==> config.mk <==
export PLATFORM = sky130hd
export DESIGN_NAME = http_chunked_transfer_decoder_unit
export DESIGN_NICKNAME = d
export VERILOG_FILES = /design/src/rtl/ctd_pkg.sv /design/src/rtl/ctd_front.sv /design/src/rtl/ctd_queue.sv /design/src/rtl/ctd_back.sv /design/src/rtl/http_chunked_transfer_decoder_unit.sv
export SDC_FILE = /design/constraint.sdc
export NUM_CORES = 1
export LEC_CHECK = 0
export BUFFER_PORTS_ARGS = -buffer_cell sky130_fd_sc_hd__buf_2
export CAP_MARGIN = 10
export CORE_MARGIN = 1
export CORE_UTILIZATION = 65
export DETAILED_ROUTE_END_ITERATION = 16
export GPL_ROUTABILITY_DRIVEN = 0
export PLACE_DENSITY = 0.88
export SLEW_MARGIN = 20
export SYNTH_ARGS = -nofsm -noshare
export SYNTH_HDL_FRONTEND = slang
export SYNTH_SLANG_ARGS = --single-unit
export TNS_END_PERCENT = 20
==> constraint.sdc <==
create_clock -name clk -period 9.84 [get_ports clk]
set_input_delay 1.968 -clock clk [delete_from_list [all_inputs] [get_ports clk]]
set_output_delay 1.968 -clock clk [all_outputs]
set_load 0.005 [all_outputs]
==> src/rtl/ctd_pkg.sv <==
// shared types, constants and the byte classifier of the chunked transfer decoder
// no dependencies
`default_nettype none

package ctd_pkg;

	localparam int SIZE_BITS_DEF  = 32;
	localparam int LINE_LIMIT_DEF = 31;

	localparam logic [7:0] CHAR_CR    = 8'h0D;
	localparam logic [7:0] CHAR_LF    = 8'h0A;
	localparam logic [7:0] CHAR_SEMI  = 8'h3B;
	localparam logic [7:0] CHAR_SPACE = 8'h20;
	localparam logic [7:0] CHAR_TAB   = 8'h09;

	typedef enum logic [2:0] {
		CL_CR,
		CL_LF,
		CL_SEMI,
		CL_BLANK,
		CL_HEX,
		CL_OTHER
	} char_class_t;

	typedef enum logic [2:0] {
		PH_SIZE,
		PH_DATA,
		PH_CR,
		PH_LF,
		PH_DONE,
		PH_ERR
	} phase_t;

	typedef enum logic [1:0] {
		ST_BUSY  = 2'd0,
		ST_DONE  = 2'd1,
		ST_ERROR = 2'd2
	} status_t;

	// one classified byte as it travels from front to back
	typedef struct packed {
		logic [7:0]  data;
		char_class_t cls;
		logic [3:0]  nibble;
	} item_t;

	typedef struct packed {
		logic full;
		logic empty;
	} q_stat_t;

	function automatic item_t classify(input logic [7:0] c);
		item_t it;
		it.data   = c;
		it.nibble = 4'd0;
		it.cls    = CL_OTHER;
		if (c == CHAR_CR) begin
			it.cls = CL_CR;
		end else if (c == CHAR_LF) begin
			it.cls = CL_LF;
		end else if (c == CHAR_SEMI) begin
			it.cls = CL_SEMI;
		end else if (c == CHAR_SPACE || c == CHAR_TAB) begin
			it.cls = CL_BLANK;
		end else if (c >= 8'h30 && c <= 8'h39) begin
			it.cls    = CL_HEX;
			it.nibble = c[3:0];
		end else if ((c >= 8'h61 && c <= 8'h66) || (c >= 8'h41 && c <= 8'h46)) begin
			// letters a-f and A-F share the low three bits
			it.cls    = CL_HEX;
			it.nibble = 4'd9 + {1'b0, c[2:0]};
		end
		return it;
	endfunction

endpackage

`default_nettype wire

==> src/rtl/ctd_front.sv <==
// front part: accepts input bytes and classifies them into queue items
// depends on ctd_pkg
`default_nettype none

module ctd_front (
	input  wire logic            in_valid,
	output logic                 in_ready,
	input  wire logic [7:0]      data_byte,
	input  wire ctd_pkg::q_stat_t q_stat,
	output logic                 push,
	output ctd_pkg::item_t       push_item
);
	import ctd_pkg::*;

	assign in_ready  = !q_stat.full;
	assign push      = in_valid && !q_stat.full;
	assign push_item = classify(data_byte);

endmodule

`default_nettype wire

==> src/rtl/ctd_queue.sv <==
// two-entry queue of classified items between front and back
// depends on ctd_pkg
`default_nettype none

module ctd_queue (
	input  wire logic             clk,
	input  wire logic             arst_n,
	input  wire logic             push,
	input  wire ctd_pkg::item_t   push_item,
	input  wire logic             pop,
	output ctd_pkg::item_t        head_item,
	output ctd_pkg::q_stat_t      q_stat
);
	import ctd_pkg::*;

	item_t      slot_q [2];
	logic       wr_ptr_q;
	logic       rd_ptr_q;
	logic [1:0] count_q;

	always_ff @(posedge clk or negedge arst_n) begin
		if (!arst_n) begin
			wr_ptr_q <= 1'b0;
			rd_ptr_q <= 1'b0;
			count_q  <= 2'd0;
		end else begin
			if (push) begin
				wr_ptr_q <= !wr_ptr_q;
			end
			if (pop) begin
				rd_ptr_q <= !rd_ptr_q;
			end
			if (push && !pop) begin
				count_q <= count_q + 2'd1;
			end else if (pop && !push) begin
				count_q <= count_q - 2'd1;
			end
		end
	end

	always_ff @(posedge clk) begin
		if (push) begin
			slot_q[wr_ptr_q] <= push_item;
		end
	end

	assign head_item    = slot_q[rd_ptr_q];
	assign q_stat.full  = count_q[1];
	assign q_stat.empty = (count_q == 2'd0);

endmodule

`default_nettype wire

==> src/rtl/ctd_back.sv <==
// back part: decode state machine and registered result stage
// depends on ctd_pkg
`default_nettype none

module ctd_back #(
	parameter int SIZE_BITS  = ctd_pkg::SIZE_BITS_DEF,
	parameter int LINE_LIMIT = ctd_pkg::LINE_LIMIT_DEF
) (
	input  wire logic             clk,
	input  wire logic             arst_n,
	input  wire ctd_pkg::item_t   head_item,
	input  wire ctd_pkg::q_stat_t q_stat,
	output logic                  pop,
	output logic                  out_valid,
	input  wire logic             out_ready,
	output logic                  payload_valid,
	output logic [7:0]            payload_byte,
	output logic                  chunk_end,
	output logic [1:0]            decode_status
);
	import ctd_pkg::*;

	localparam int LC_W = $clog2(LINE_LIMIT + 1);
	localparam logic [LC_W-1:0] LC_LIMIT = LC_W'(LINE_LIMIT);

	phase_t               phase_q, phase_d;
	logic [SIZE_BITS-1:0] size_q, size_d;
	logic [SIZE_BITS-1:0] remain_q, remain_d;
	logic [LC_W-1:0]      lc_q, lc_d;
	logic                 seen_q, seen_d;
	logic                 stop_q, stop_d;
	logic                 bad_q, bad_d;

	logic                 pv_d, ce_d;
	logic [7:0]           pb_d;
	status_t              st_d;

	logic                 out_valid_q;
	logic                 pv_q, ce_q;
	logic [7:0]           pb_q;
	status_t              st_q;

	assign pop = !q_stat.empty && (!out_valid_q || out_ready);

	// next state
	always_comb begin
		phase_d  = phase_q;
		size_d   = size_q;
		remain_d = remain_q;
		lc_d     = lc_q;
		seen_d   = seen_q;
		stop_d   = stop_q;
		bad_d    = bad_q;
		unique case (phase_q)
			PH_SIZE: begin
				if (head_item.cls == CL_CR) begin
					// ignored, not counted
				end else if (head_item.cls == CL_LF) begin
					if (bad_q || !seen_q) begin
						phase_d = PH_ERR;
					end else begin
						size_d = '0;
						lc_d   = '0;
						seen_d = 1'b0;
						stop_d = 1'b0;
						bad_d  = 1'b0;
						if (size_q == '0) begin
							phase_d = PH_DONE;
						end else begin
							remain_d = size_q;
							phase_d  = PH_DATA;
						end
					end
				end else if (lc_q >= LC_LIMIT) begin
					phase_d = PH_ERR;
				end else begin
					lc_d = lc_q + LC_W'(1);
					if (!stop_q && !bad_q) begin
						case (head_item.cls)
							CL_SEMI: stop_d = 1'b1;
							CL_HEX: begin
								if (size_q[SIZE_BITS-1 -: 4] != 4'd0) begin
									bad_d = 1'b1;
								end else begin
									size_d = {size_q[SIZE_BITS-5:0], head_item.nibble};
									seen_d = 1'b1;
								end
							end
							CL_BLANK: begin
								if (seen_q) begin
									stop_d = 1'b1;
								end
							end
							default: bad_d = 1'b1;
						endcase
					end
				end
			end
			PH_DATA: begin
				if (remain_q != '0) begin
					remain_d = remain_q - SIZE_BITS'(1);
				end
				if (remain_d == '0) begin
					phase_d = PH_CR;
				end
			end
			PH_CR: phase_d = (head_item.cls == CL_CR) ? PH_LF : PH_ERR;
			PH_LF: begin
				if (head_item.cls == CL_LF) begin
					phase_d = PH_SIZE;
					size_d  = '0;
					lc_d    = '0;
					seen_d  = 1'b0;
					stop_d  = 1'b0;
					bad_d   = 1'b0;
				end else begin
					phase_d = PH_ERR;
				end
			end
			PH_DONE: phase_d = PH_DONE;
			default: phase_d = PH_ERR;
		endcase
	end

	// outputs of this item
	always_comb begin
		pv_d = (phase_q == PH_DATA);
		pb_d = pv_d ? head_item.data : 8'd0;
		ce_d = pv_d && (phase_d == PH_CR);
		unique case (phase_d)
			PH_DONE: st_d = ST_DONE;
			PH_ERR:  st_d = ST_ERROR;
			default: st_d = ST_BUSY;
		endcase
	end

	always_ff @(posedge clk or negedge arst_n) begin
		if (!arst_n) begin
			phase_q     <= PH_SIZE;
			size_q      <= '0;
			remain_q    <= '0;
			lc_q        <= '0;
			seen_q      <= 1'b0;
			stop_q      <= 1'b0;
			bad_q       <= 1'b0;
			out_valid_q <= 1'b0;
		end else if (pop) begin
			phase_q     <= phase_d;
			size_q      <= size_d;
			remain_q    <= remain_d;
			lc_q        <= lc_d;
			seen_q      <= seen_d;
			stop_q      <= stop_d;
			bad_q       <= bad_d;
			out_valid_q <= 1'b1;
		end else if (out_ready) begin
			out_valid_q <= 1'b0;
		end
	end

	always_ff @(posedge clk) begin
		if (pop) begin
			pv_q <= pv_d;
			pb_q <= pb_d;
			ce_q <= ce_d;
			st_q <= st_d;
		end
	end

	assign out_valid     = out_valid_q;
	assign payload_valid = pv_q;
	assign payload_byte  = pb_q;
	assign chunk_end     = ce_q;
	assign decode_status = st_q;

endmodule

`default_nettype wire

==> src/rtl/http_chunked_transfer_decoder_unit.sv <==
// top level of the chunked transfer decoder: front, item queue and back
// depends on ctd_pkg, ctd_front, ctd_queue, ctd_back
`default_nettype none

// Decodes an HTTP/1.1 chunked body, one byte per input item, one result item
// per input item. Each result carries the payload flag, the payload byte (zero
// when not payload), a last-byte-of-chunk flag and the sticky decode status
// (in progress, done after the zero-size chunk, error). Sustained rate is one
// item per cycle while the output is not stalled; an accepted item is written
// into the two-entry item queue, and when the back part takes it from the head
// its state update writes the output register. A stalled output fills the
// queue, then drops in_ready; the input side never waits on the output side
// while the queue has room. SIZE_BITS sets the largest chunk size taken,
// LINE_LIMIT the longest size line (CR and LF not counted).

module http_chunked_transfer_decoder_unit #(
	parameter int SIZE_BITS  = ctd_pkg::SIZE_BITS_DEF,
	parameter int LINE_LIMIT = ctd_pkg::LINE_LIMIT_DEF
) (
	input  wire logic       clk,
	input  wire logic       arst_n,
	input  wire logic       in_valid,
	output logic            in_ready,
	input  wire logic [7:0] data_byte,
	output logic            out_valid,
	input  wire logic       out_ready,
	output logic            payload_valid,
	output logic [7:0]      payload_byte,
	output logic            chunk_end,
	output logic [1:0]      decode_status
);
	import ctd_pkg::*;

	// front to queue
	logic    push;
	item_t   push_item;
	// queue to back
	item_t   head_item;
	q_stat_t q_stat;
	logic    pop;

	// classification of each byte: CR, LF, semicolon, blank, hex digit, other
	ctd_front u_front (
		.in_valid  (in_valid),
		.in_ready  (in_ready),
		.data_byte (data_byte),
		.q_stat    (q_stat),
		.push      (push),
		.push_item (push_item)
	);

	// decouples accept from execution so each side stalls on its own
	ctd_queue u_queue (
		.clk       (clk),
		.arst_n    (arst_n),
		.push      (push),
		.push_item (push_item),
		.pop       (pop),
		.head_item (head_item),
		.q_stat    (q_stat)
	);

	// size-line parse, data count, trailer check and sticky done/error
	ctd_back #(
		.SIZE_BITS  (SIZE_BITS),
		.LINE_LIMIT (LINE_LIMIT)
	) u_back (
		.clk           (clk),
		.arst_n        (arst_n),
		.head_item     (head_item),
		.q_stat        (q_stat),
		.pop           (pop),
		.out_valid     (out_valid),
		.out_ready     (out_ready),
		.payload_valid (payload_valid),
		.payload_byte  (payload_byte),
		.chunk_end     (chunk_end),
		.decode_status (decode_status)
	);

endmodule

`default_nettype wire
==> qor.csv <==
stage;metric;value;unit
synth;synth.avg_cell_area;9.243;um2
pwr;total_power;0.001782;W
grt;grt_max_degree;81;
timing;skew;0.009938;ns
critical_path;critPathMaxStageDelay;0.66;ns
synth;synth_edf_count;42;
drt;final_antenna_net_count;0;
placed_design;postPlaceCellArea;6964;um2
pwr;vdd_drop_max;192.7;uV
placed_design;hpwlAfterDp;11390;um
clock_tree;path_clk_slew;0.06;ns
clock_tree;post-cts-setup-buffers;0;
clock_tree;htree_levels;4;
timing;worst_slew_pin_slew;1.008;ns
timing;finalCriticalPeriod;3.910;ns
grt;grt_pass1_wl;28430;um
worst_hold_path;hp-class;flip-flop to flip-flop;
grt;antenna_found_initial;0;
timing;max-slew-margin-rel;32.82;%
timing;grt_setup_unrepaired;no;
drt;wire_per_inst;19.43;um
synth;syn_inst;739;
cells_and_area;stdcell_count;892;
critical_path;critPathSlowestCell;o31ai_1;
synth;yosys-top-cells-count;94 x nand2_1, 85 x o21ai_0, 80 x dfrtp_1;
placed_design;post-place-ws;5.670;ns
outcome;status;finished clean;
timing;max_freq;0.2558;GHz
placed_design;portBuffers;25;
cells_and_area;area_delta_synth_final;10.55;%
floorplan;io_pins;26;
cells_and_area;fillers;691;
critical_path;crit_path_max_fanout;9;
critical_path;crit_chain;inv_1, ha_1, nor3b_2, nand4_1, o31ai_1, nor2_1, a2111oi_4, nand4_1, o41a_1;
timing;hold_viol_final;0;
placed_design;place_inst;859;
cells_and_area;antenna_cells;0;
clock_tree;cts_buffers;17;
floorplan;placementRows;37;
critical_path;crit_top_cell;nand4_1;
synth;synth_top_area_cell;dfrtp_1;
synth;synth_fp_nets;760;
drt;finalWirelength;17330;um
cells_and_area;layout-drive-gt1-share;11.64;%
timing;finalCritPeriodShare;39.73;%
grt;grt_pass1_vias;5712;
drt;vias;6041;
run;cap_violations;0;
pwr;power_density;236.1;nW/um2
synth;ys_ff_latch;122;
cells_and_area;num-nets-final;764;
drt;drt_first_pass_iters;8;
timing;setup_viol;0;
drt;viasPerCell;6.772;
floorplan;die_x;104.5;um
synth;ys_seq_area_share;47.77;%
clock_tree;max-clock-path-buffers;2;
floorplan;initial_core_util;66.46;%
synth;syn_area;6830;um2
synth;ys_types;72;
synth;synth.most_common_cell;nand2_1;
drt;post-route-drc-count;0;
clock_tree;numClockSinks;122;
timing;worst_slack;5.930;ns
cells_and_area;fin_area;7551;um2
floorplan;placeableCoreArea;10280;um2
synth;async_reset_ff_share;65.57;%
critical_path;critPathArrivalTime;4.31;ns
clock_tree;cts_hold_buffers;0;
synth;synthDominantCellAreaShare;29.31;%
synth;ys.warnings.count;0;
synth;synthTopCellsByArea;dfrtp_1 29%, edfxtp_1 18%, o21ai_0 6.2%, nand2_1 5.2%, nor2_1 3.7%;
clock_tree;cts_resized;0;
timing;finalMaxSlewViolations;0;
clock_tree;clk_latency;0.53;ns
clock_tree;cts_tree;done;
floorplan;die-area;10920;um2
floorplan;die_y;104.5;um
clock_tree;cts_root_buffer;clkbuf_8;
drt;drt_iter0_drc;726;
critical_path;critical_path_required;10.24;ns
critical_path;critPathKind;flip-flop to flip-flop;
timing;setup_tns;0;ns
critical_path;end_kind;flip-flop;
synth;synth_ff_type;dfrtp_1;
critical_path;startpoint_type;flip-flop;
pwr;leakage;2.973;nW
grt;grt_use_total;33.10;%
grt;globalRouteOverflowTotal;0;
==> worst max-delay path, delay by kind of cell (launching register included) <==
kind	cells	cell delay, ns
compound gates	3	1.53
simple gates	4	1.38
flops	1	0.43
fa+ha+maj	1	0.29
buf+inv	1	0.15
==> registers in the layout, summed over array words and instances (netlist names), 2 cells and up <==
signal	count
u_back.size_q	32
u_back.lc_q	5
u_queue.count_q	2
u_back.decode_status	2
u_back.remain_q	32
u_back.payload_byte	8
u_queue.slot_q	30
u_back.phase_q	3
==> cells by family after synthesis <==
| group | share of synthesized area (%) |
|---|---|
| flops | 47.77 |
| compound gates | 19.71 |
| xor+xnor | 1.923 |
| simple gates | 21.62 |
| mux | 3.444 |
| fa+ha+maj | 1.649 |
| buf+inv | 3.884 |
==> placed cells by master, fill, tap and decap left out, types with 7 or more instances in the layout <==
cell type,n
o31ai_1,14
o21ai_0,85
nor3_1,32
dfrtp_1,80
xnor2_1,8
inv_1,15
o22ai_1,8
nor2b_1,7
nor2_1,68
buf_2,24
a22oi_1,9
edfxtp_1,42
a31oi_1,10
nand2_1,94
clkbuf_16,16
or3_1,7
nand2b_1,8
nor4_1,18
a21oi_1,40
nand4_1,10
xor2_1,7
nand3_1,14
ha_1,9
mux2i_1,19
==> area by class of cell <==
type	count	area, um2	share of cell area [%]
Inverter	16	60.06	0.7954
Clock inverter	14	136.4	1.806
Multi-Input combinational cell	556	3314	43.89
Tap cell	136	170.2	2.254
Sequential cell	122	3263	43.21
Clock buffer	18	417.9	5.534
Timing Repair Buffer	30	188.9	2.502
==> final timing paths <==
kind                                                      from                              to  slack (ns)  depth (start not counted)
worst max register to register  u_back.remain_q[0]$_DFFE_PN0P_   u_back.phase_q[0]$_DFFE_PN0P_        5.93                          9
worst min-delay path              u_back.out_valid$_DFFE_PN0P_    u_back.out_valid$_DFFE_PN0P_        0.51                          2
min in group asynchronous                               arst_n  u_back.remain_q[4]$_DFFE_PN0P_        1.47                          1
worst min register to register    u_back.out_valid$_DFFE_PN0P_    u_back.out_valid$_DFFE_PN0P_        0.51                          2
worst max-delay path            u_back.remain_q[0]$_DFFE_PN0P_   u_back.phase_q[0]$_DFFE_PN0P_        5.93                          9
max in group asynchronous                               arst_n  u_back.remain_q[1]$_DFFE_PN0P_        7.86                          1
==> layer usage <==
layer	global-route usage, %	share of wire (%)	vias to the layer above
met4	12.96	3.1	0
met2	55.16	50	335
met1	41.42	39	2881
li1	-	-	2757
met3	8.271	8.5	68
met5	0	0	-
==> through the flow <==
step / hold WS [ns] / utilization [%]
5_1_grt: 0.5491 / 73.47
3_5_place_dp: 0.4847 / 67.76
4_1_cts: 0.5096 / 73.16
6_report: 0.5100 / 73.47
3_3_place_gp: 0.4698 / 67.76
2_1_floorplan: 0.4555 / -
==> report_power, final <==
group          total [W]  leakage (nW)  internal (W)  switching (W)
sequential      0.000723          1.45      0.000621       0.000101
combinational   0.000472          1.26      0.000180       0.000292
clock           0.000588         0.264      0.000341       0.000247
total            0.00178          2.97       0.00114       0.000641
Power figures use the tool's default switching activity.
